<file path="src/hw/rtl/mcb_pkg.sv">
// mcb_pkg: shared types, constants and request codes for the mono canvas blitter
// used by mcb_ctrl, mcb_dpath and mono_canvas_blitter; no dependencies
package mcb_pkg;

    // store size default and clamp on canvas dimensions
    localparam int CANVAS_BYTES_DEF = 8192;
    localparam int MAX_DIM          = 1024;

    // internal coordinate, byte column, stride and address widths
    localparam int CW       = 12;
    localparam int BC_W     = CW - 3;
    localparam int STRIDE_W = 8;
    localparam int ADDR_W   = CW + STRIDE_W;

    // colour codes
    localparam logic [2:0] COLOR_BLACK = 3'd0;
    localparam logic [7:0] WHITE_CODE  = 8'd7;

    // request codes
    localparam logic [2:0] CMD_CLEAR   = 3'd0;
    localparam logic [2:0] CMD_FILL    = 3'd1;
    localparam logic [2:0] CMD_BITMAP  = 3'd2;
    localparam logic [2:0] CMD_EXTRACT = 3'd3;
    localparam logic [2:0] CMD_QUERY   = 3'd4;

    // configuration register indexes
    localparam logic [1:0] REG_WIDTH    = 2'd0;
    localparam logic [1:0] REG_HEIGHT   = 2'd1;
    localparam logic [1:0] REG_OVERRIDE = 2'd2;

    // one captured request
    typedef struct packed {
        logic [2:0]  command;
        logic [9:0]  x_pos;
        logic [9:0]  y_pos;
        logic [10:0] rect_width;
        logic [10:0] rect_height;
        logic [2:0]  pixel_color;
        logic [9:0]  row_index;
        logic [6:0]  byte_index;
        logic [7:0]  source_byte;
    } t_req;

    // controller to datapath commands
    typedef struct packed {
        logic cap;
        logic dec;
        logic adr;
        logic rd;
        logic mod;
        logic step_byte;
        logic step_row;
        logic sweep;
        logic load_out;
    } t_dp_cmd;

    // datapath to controller status
    typedef struct packed {
        logic [2:0] cmd;
        logic       clip_ok;
        logic       need_ok;
        logic       ext_ok;
        logic       bm_row_ok;
        logic       second_needed;
        logic       bc_last;
        logic       row_last;
        logic       first;
        logic       sweep_done;
    } t_dp_stat;

endpackage

</file>
<file path="src/hw/rtl/mcb_ctrl.sv">
// mcb_ctrl: request sequencer for the mono canvas blitter
// depends on mcb_pkg; drives mcb_dpath through t_dp_cmd
module mcb_ctrl (
    input  logic              i_clk,
    input  logic              i_rst_n,
    input  logic              i_s_valid,
    output logic              o_s_ready,
    output logic              o_m_valid,
    input  logic              i_m_ready,
    input  mcb_pkg::t_dp_stat i_stat,
    output mcb_pkg::t_dp_cmd  o_cmd
);
    import mcb_pkg::*;

    typedef enum logic [2:0] {
        S_INIT, S_IDLE, S_DEC, S_CLR, S_ADR, S_RD, S_MOD, S_FIN
    } t_state;

    t_state r_state, n_state;
    logic   r_out_valid, n_out_valid;
    logic   out_free;

    assign out_free  = !r_out_valid || i_m_ready;
    assign o_s_ready = (r_state == S_IDLE);
    assign o_m_valid = r_out_valid;

    // next state and datapath commands
    always_comb begin
        n_state     = r_state;
        n_out_valid = r_out_valid && !i_m_ready;
        o_cmd       = '0;
        case (r_state)
            S_INIT: begin
                o_cmd.sweep = 1'b1;
                if (i_stat.sweep_done) n_state = S_IDLE;
            end
            S_IDLE: begin
                if (i_s_valid) begin
                    o_cmd.cap = 1'b1;
                    n_state   = S_DEC;
                end
            end
            S_DEC: begin
                o_cmd.dec = 1'b1;
                n_state   = S_FIN;
                case (i_stat.cmd)
                    CMD_CLEAR:   if (i_stat.need_ok) n_state = S_CLR;
                    CMD_FILL:    if (i_stat.clip_ok) n_state = S_ADR;
                    CMD_BITMAP:  if (i_stat.clip_ok && i_stat.bm_row_ok) n_state = S_ADR;
                    CMD_EXTRACT: if (i_stat.ext_ok) n_state = S_ADR;
                    default:     n_state = S_FIN;
                endcase
            end
            S_CLR: begin
                o_cmd.sweep = 1'b1;
                if (i_stat.sweep_done) n_state = S_FIN;
            end
            S_ADR: begin
                o_cmd.adr = 1'b1;
                n_state   = S_RD;
            end
            S_RD: begin
                o_cmd.rd = 1'b1;
                n_state  = S_MOD;
            end
            S_MOD: begin
                o_cmd.mod = 1'b1;
                n_state   = S_FIN;
                case (i_stat.cmd)
                    CMD_FILL: begin
                        if (!i_stat.bc_last) begin
                            o_cmd.step_byte = 1'b1;
                            n_state         = S_ADR;
                        end else if (!i_stat.row_last) begin
                            o_cmd.step_row = 1'b1;
                            n_state        = S_ADR;
                        end
                    end
                    CMD_BITMAP: begin
                        if (i_stat.first && i_stat.second_needed) begin
                            o_cmd.step_byte = 1'b1;
                            n_state         = S_ADR;
                        end
                    end
                    CMD_EXTRACT: begin
                        if (i_stat.first) begin
                            o_cmd.step_byte = 1'b1;
                            n_state         = S_ADR;
                        end
                    end
                    default: n_state = S_FIN;
                endcase
            end
            S_FIN: begin
                if (out_free) begin
                    o_cmd.load_out = 1'b1;
                    n_out_valid    = 1'b1;
                    n_state        = S_IDLE;
                end
            end
            default: n_state = S_INIT;
        endcase
    end

    // state and output valid
    always_ff @(posedge i_clk) begin
        if (!i_rst_n) begin
            r_state     <= S_INIT;
            r_out_valid <= 1'b0;
        end else begin
            r_state     <= n_state;
            r_out_valid <= n_out_valid;
        end
    end

`ifndef SYNTHESIS
    // one request at a time: no accept straight after an accept
    a_one_at_a_time: assert property (@(posedge i_clk) disable iff (!i_rst_n)
        (i_s_valid && o_s_ready) |=> !o_s_ready)
        else $error("request accepted while busy");

    // a result appears only on leaving the finish state
    a_result_from_fin: assert property (@(posedge i_clk) disable iff (!i_rst_n)
        $rose(r_out_valid) |-> $past(r_state) == S_FIN)
        else $error("result raised outside finish");

    // store access only for drawing and extract requests
    a_access_cmd: assert property (@(posedge i_clk) disable iff (!i_rst_n)
        r_state == S_ADR |-> (i_stat.cmd == CMD_FILL || i_stat.cmd == CMD_BITMAP
                              || i_stat.cmd == CMD_EXTRACT))
        else $error("store access for wrong request");

    // no requests straight out of reset while the store is swept
    a_init_blocked: assert property (@(posedge i_clk) disable iff (!i_rst_n)
        $past(!i_rst_n) |-> !o_s_ready)
        else $error("request taken during clearing pass");
`endif

endmodule

</file>
<file path="config.mk">
export PLATFORM = sky130hd
export DESIGN_NAME = mcb_ctrl
export DESIGN_NICKNAME = d
export VERILOG_FILES = /design/src/hw/rtl/mcb_pkg.sv /design/src/hw/rtl/mcb_ctrl.sv
export SDC_FILE = /design/constraint.sdc
export NUM_CORES = 1
export LEC_CHECK = 0
export ABC_AREA = 1
export BUFFER_PORTS_ARGS = -buffer_cell sky130_fd_sc_hd__buf_2
export CAP_MARGIN = 25
export CORE_AREA = 8 8 45 47
export CTS_CLUSTER_DIAMETER = 30
export DETAILED_ROUTE_END_ITERATION = 8
export DIE_AREA = 0 0 53 55
export PLACE_DENSITY = 0.71
export SYNTH_ARGS = -nofsm -noshare
export SYNTH_HDL_FRONTEND = slang
export SYNTH_SLANG_ARGS = --single-unit
export TNS_END_PERCENT = 30
</file>
<file path="constraint.sdc">
create_clock -name i_clk -period 1.2 [get_ports i_clk]
set_input_delay 0.24 -clock i_clk [delete_from_list [all_inputs] [get_ports i_clk]]
set_output_delay 0.24 -clock i_clk [all_outputs]
set_load 0.005 [all_outputs]
</file>
; ---- Word level (Yosys, flattened, before mapping)
; Cells that the tools add are included.
; Widths: inputs -> output; s select.
[op_classes]
eq_ne = 14
n_reduce_logical = 10
n_mux = 33
[op_table]
columns = op, count
row1 = $pmux 3 s8, 1
row2 = $mux 3, 6
row3 = $mux 1, 16
row4 = $mux 2, 7
row5 = $eq 3x2->1 const B, 4
row6 = $eq 3x3->1 const B, 4
row7 = $pmux 3 s4, 1
row8 = $pmux 3 s3, 1
row9 = $ne 2x2->1 const B, 4
row10 = $eq 3x1->1 const B, 2
row11 = $logic_not 3->1, 2
row12 = $reduce_and 4->1, 1
row13 = $logic_and 1x1->1, 3
row14 = $pmux 1 s3, 1
row15 = $logic_not 1->1, 2
row16 = $reduce_or 2->1, 1
row17 = $logic_or 1x1->1, 1
[word_totals]
output_inout_bits = 11
elab_cells = 59
regBits = 4

; ---- Longest topological paths before layout
; Gate-level depths: netlist of the first run.
[depth]
word_depth = 4
depth_mapped = 9
depth_no_buf = 9

; ---- Worst setup path before layout of the first run
; Ideal clock, no wire load.
[synth_path]
path_kind = reg2out
startpoint = register r_state[1]
endpoint = output o_cmd[2] (netlist bit)
setup_slack_ns = 0.090
arrival_time_ns = 0.870
path_buffers = 0
path_stages_with_launch = 5
required_ns = 0.960
path_cell_list = dfxtp_1 > nand2_2 > nor2_2 > nand2_1 > nor3_1
[synth_rtl]
columns = item, line_no
row1 = from (decl), mcb_ctrl.sv:19  ; t_state r_state, n_state;
row2 = from (signal assigned), mcb_ctrl.sv:111  ; r_state <= n_state;
row3 = to (decl), mcb_ctrl.sv:11  ; output mcb_pkg::t_dp_cmd o_cmd

==> results.ini, run 1 <==
[run_status]
status=finished, violations left
violations=setup timing

[clock_tree]
clockBufferDepth=2
cts.sinks=4
clk_pin_slew_ns=0.04
cts_hold_buf=0
cts_buffers=3
tritoncts=built
clock-root-buffer=clkbuf_4
htree_num_levels=1
clkLatencyLatePin_ns=0.23

[global_route]
grt_pass1_vias=549
antenna_found_initial=0
grt_pass1_wl_um=2110
grt_max_degree=8
overflow=0
grtUsageTotal=0.0917

[timing]
timing.fmax_mhz=735
finalSetupViolCount=10
rsz0062_at_grt=true
slew_headroom=0.822
tightestPinTransition_ns=0.263
hold_violations=0
final.setup.tns_ns=-0.633
fin_crit_ns=1.36
worst_slack_ns=-0.160
finalCritPeriodShare=1.13
skew_ns=0.00223
finalMaxSlewViolations=0

[detailed_routing]
avgRoutedWirePerCell_um=10.6
vias=592
wirelength_um=1340
initialDrtViolationCount=13
drc=0
drtAntennaViolNets=0
via_per_inst=4.70
firstDrtPassIters=4

[critical_path]
start_kind=flop
endpoint_kind=primary output
crit_fanout=6
path_class=flop to primary output
required_ns=0.96
arrival_ns=1.12

[finish]
area_delta_synth_final_pct=51.4
drive_gt1_frac=0.491
fin_cells=126
final_cell_mix=buf_2 (26), nand2_1 (16), nor2_1 (12), inv_1 (8), nand3_1 (6)
layout_commonest_cell=buf_2
final_util=0.490
final_nets=128
antenna_cells=0

[placed_design]
port_buffers=26
pre_cts_ws_ns=-0.0146
place_congestion=0.831
dpl.cell_count=122
dp_hpwl_um=1100

[floorplanning]
core_area_mm2=0.00138
chipWidth_um=53
rows=14
die_area_mm2=0.00292
start_util=0.324
die_h_um=55
num_io_pins=27

[synth]
yosys_warnings=0
syn_area_um2=448
synth_area_per_cell_um2=5.82
synthCells=77
synth_cell_types=21
synth-seq-area-share=0.179
ys_ff_latch=4
synth_fp_nets=93

[pwr]
power.leakage_nw=0.358
powerDensity_mw_per_mm2=1780
peakVddDrop_uv=964

[job]
cap_violations=0

[hold_path]
hold_path_class=primary input to flop

## flip-flops by register name (all words and copies together) (netlist names)
signal / cells
r_state: 3
o_m_valid: 1
## logic make-up after synthesis
logic type	Yosys count	synth area share
flops	4	0.179
compound gates	9	0.129
buf+inv	12	0.117
simple gates	52	0.575
## cell usage after synthesis, drive strengths merged
cell type | instances | share of area
nand2 | 22 | 0.22
nor2 | 18 | 0.20
inv | 11 | 0.092
nand3 | 6 | 0.067
nor3 | 5 | 0.081
dfxtp | 4 | 0.18
o21ai | 3 | 0.034
a21boi | 1 | 0.017
a21oi | 1 | 0.011
a31oi | 1 | 0.014
buf | 1 | 0.025
o211ai | 1 | 0.017
o21a | 1 | 0.017
o41ai | 1 | 0.020
or2 | 1 | 0.014
## critical path, cell delays in order, from the launching register on
cell     delay (ns)
dfxtp_4        0.36
inv_2          0.07
nand2_4        0.06
nor2_4         0.08
nand2_1        0.07
nor3_2         0.11
buf_2          0.14
## layer usage
| layer | part of all wire | track usage | up-vias |
|---|---|---|---|
| met3 | 0.044 | 0.0374 | 0 |
| met5 | 0 | 0 | - |
| li1 | - | - | 315 |
| met2 | 0.57 | 0.166 | 7 |
| met4 | 0 | 0.0259 | 0 |
| met1 | 0.39 | 0.0955 | 270 |
## metrics by stage
step                      power [mW]  area, µm²  hold slack (ns)
after global placement         0.939        617            0.503
final                           1.21        678            0.278
after floorplan                0.725        448            0.358
after CTS                       1.21        671            0.264
after detailed placement       0.944        617            0.504
after global routing            1.33        678            0.272
## where the power goes
group          internal, mW  switching [mW]  leakage [nW]
sequential            0.203          0.0819        0.0345
combinational         0.331           0.433         0.310
clock                 0.112          0.0502        0.0138
total                 0.645           0.565         0.358
## final timing paths
| kind | cells past startpoint | slack (ns) | from | to |
|---|---|---|---|---|
| worst max-delay path | 6 | -0.16 | r_state[0]$_SDFFE_PN0P_ | o_cmd[2] |
| worst min-delay path | 3 | 0.28 | i_rst_n | r_state[0]$_SDFFE_PN0P_ |
| worst max register to register | 8 | 0.05 | r_state[0]$_SDFFE_PN0P_ | r_state[2]$_SDFFE_PN0P_ |
| worst min register to register | 4 | 0.58 | o_m_valid$_SDFF_PN0_ | r_state[2]$_SDFFE_PN0P_ |
## area by class of cell
type / count / area (µm²)
Fill cell: 138 / 706
Multi-Input combinational cell: 61 / 335
Timing Repair Buffer: 31 / 168
Sequential cell: 4 / 88.8
Inverter: 11 / 43.8
Clock buffer: 3 / 22.5
Tap cell: 16 / 20.0
## repair_timing
action	in CTS	in global routing
hold endpoints to repair	0	0
pin swaps	0	1
setup endpoints to repair	10	12
resized for setup	9	2
setup buffers	1	0
(Power assumes the default switching activity.)
==> run 2: changes to the inputs <==
--- a/config.mk
+++ b/config.mk
@@ -12,7 +12,7 @@
 export CTS_CLUSTER_DIAMETER = 30
 export DETAILED_ROUTE_END_ITERATION = 8
 export DIE_AREA = 0 0 53 55
-export PLACE_DENSITY = 0.71
+export PLACE_DENSITY = 0.69
 export SYNTH_ARGS = -nofsm -noshare
 export SYNTH_HDL_FRONTEND = slang
 export SYNTH_SLANG_ARGS = --single-unit
==> constraint.sdc (replaced) <==
create_clock -name i_clk -period 1.5 [get_ports i_clk]
set_input_delay 0.3 -clock i_clk [delete_from_list [all_inputs] [get_ports i_clk]]
set_output_delay 0.3 -clock i_clk [all_outputs]
set_load 0.005 [all_outputs]
==> run 2 against run 1 <==
The flow now finishes without violations. Cell count fell by 2.4%. Critical path depth stayed put. Register-to-register slack improved by 0.28 ns. Utilization is 2.3 points lower. Combinational power decreased by 26%. Sequential share of layout area is 0.053 points higher.
==> results.ini, run 2 (synthesis results as in run 1) <==
[detailed_routing]
initialDrtViolationCount=11  ; -2
vias=562  ; -5.1%
avgRoutedWirePerCell_um=10.2  ; -3.8%
via_per_inst=4.57  ; -2.8%
drtAntennaViolNets=0  ; unchanged
wirelength_um=1260  ; -6.1%
firstDrtPassIters=4  ; unchanged
drc=0  ; unchanged

[critical_path]
path_class=flop to primary output
required_ns=1.20  ; +0.24 ns
arrival_ns=1.12  ; about the same
endpoint_kind=primary output
cp_num_cells=6  ; unchanged
start_kind=flop
critical_path_buf_inv_count=2  ; unchanged
crit_chain=inv_2 > nand2_4 > nor2_4 > nand2_1 > nor3_2 > buf_2
ff2ff_path_depth=9  ; +1
crit_slowest_cell=dfxtp_2
crit_fanout=6  ; unchanged
max_stage_delay_ns=0.34  ; -0.02 ns
crit_family=simple AND/OR/NAND/NOR gates

[pwr]
power.leakage_nw=0.341  ; -4.7%
totalPowerFinal_uw=907  ; -25%
powerDensity_mw_per_mm2=1400  ; -21%
peakVddDrop_uv=794  ; -18%

[placed_design]
place_congestion=0.816  ; -1.8%
dpl.cell_count=120  ; -1.6%
dp_hpwl_um=1050  ; -4.4%
port_buffers=26  ; unchanged

[clock_tree]
htree_num_levels=1  ; unchanged
clock-root-buffer=clkbuf_4
clockBufferDepth=2  ; unchanged
cts_buffers=3  ; unchanged
clkLatencyLatePin_ns=0.23  ; about the same
tritoncts=built
cts.sinks=4  ; unchanged
clk_pin_slew_ns=0.04  ; about the same

[finish]
final_util=0.467  ; -0.0226
drive_gt1_frac=0.477  ; -0.0143
largest_reg_flops=3  ; unchanged
final_cell_mix=buf_2 (26), nand2_1 (16), nor2_1 (11), inv_1 (8), nand3_1 (6)
fin_cells=123  ; -2.4%
final_nets=125  ; -2.3%
antenna_cells=0  ; unchanged
top_register=r_state
layout_commonest_cell=buf_2
area_delta_synth_final_pct=44.4

[timing]
finalCritPeriodShare=0.946
timing.fmax_mhz=704
finalMaxSlewViolations=0  ; unchanged
hold_violations=0  ; unchanged
fin_hold_ws_ns=0.325  ; +0.0471 ns
rsz0062_at_grt=true
tightestPinTransition_ns=0.262  ; -0.000775 ns
skew_ns=0.000108  ; -0.00212 ns
finalSetupViolCount=0  ; -10
slew_headroom=0.823  ; about the same
fin_crit_ns=1.42

[floorplanning]
num_io_pins=27  ; unchanged
chipWidth_um=53  ; unchanged
rows=14  ; unchanged
core_area_mm2=0.00138  ; unchanged
die_area_mm2=0.00292  ; unchanged
start_util=0.324  ; unchanged
die_h_um=55  ; unchanged

[hold_path]
hold_path_class=primary input to flop
min_path_cells=2  ; -1

[global_route]
overflow=0  ; unchanged
grt_pass1_wl_um=2030  ; -3.9%
antenna_found_initial=0  ; unchanged
grt_max_degree=8  ; unchanged
grtUsageTotal=0.0890  ; -0.00268
grt_pass1_vias=565  ; +2.9%

[job]
cap_violations=0  ; unchanged

[run_status]
status=finished clean

run 2: cell type report:
cell class | instances | area (µm²)
Clock buffer | 3 | 22.5
Fill cell | 155 | 737
Inverter | 11 | 41.3
Multi-Input combinational cell | 61 | 333
Sequential cell | 4 | 85.1
Tap cell | 16 | 20.0
Timing Repair Buffer | 28 | 145
run 2: repair_timing:
| action | 4_1_cts | 5_1_grt |
|---|---|---|
| setup buffers | 0 | 0 |
| gates resized for setup | 2 | 6 |
| endpoints found under the hold margin | 0 | 0 |
| hold buffers | 0 | 0 |
| pin swaps | 0 | 1 |
| endpoints found under the setup margin | 1 | 3 |
run 2: routing by layer:
metal | routed length [µm] | part of all wire | global-route usage
met5 | 0 | 0 | 0
met4 | 8 | 0.0064 | 0.0690
met3 | 53 | 0.042 | 0.0214
met2 | 704 | 0.56 | 0.162
met1 | 489 | 0.39 | 0.0850
run 2: power breakdown:
part | leakage, nW | internal, mW | switching (mW) | total, mW
clock | 0.0138 | 0.0891 | 0.0384 | 0.128
combinational | 0.294 | 0.224 | 0.340 | 0.564
sequential | 0.0337 | 0.156 | 0.0595 | 0.215
total | 0.341 | 0.469 | 0.438 | 0.907
run 2: worst paths after layout:
| kind | start | end | slack, ns |
|---|---|---|---|
| hold reg to reg | o_m_valid$_SDFF_PN0_ | r_state[2]$_SDFFE_PN0P_ | 0.58 |
| hold / removal | i_rst_n | o_m_valid$_SDFF_PN0_ | 0.33 |
| setup reg to reg | r_state[1]$_SDFFE_PN0P_ | r_state[1]$_SDFFE_PN0P_ | 0.33 |
| setup / recovery | r_state[0]$_SDFFE_PN0P_ | o_cmd[2] | 0.08 |
run 2: worst reg2reg max path, delay by kind of cell (launching register included):
kind,cells,cell delay [ns]
simple gates,7,0.58
flops,1,0.38
buf+inv,2,0.10
run 2: per-stage QoR:
step | TNS, ns | area (µm²) | setup WS (ns)
after floorplan | 0 | 448 | 0.330
after detailed placement | 0 | 602 | 0.172
final | 0 | 647 | 0.0804
after global routing | -0.0407 | 647 | -0.0407
after CTS | 0 | 631 | 0.0169
after global placement | 0 | 602 | 0.178
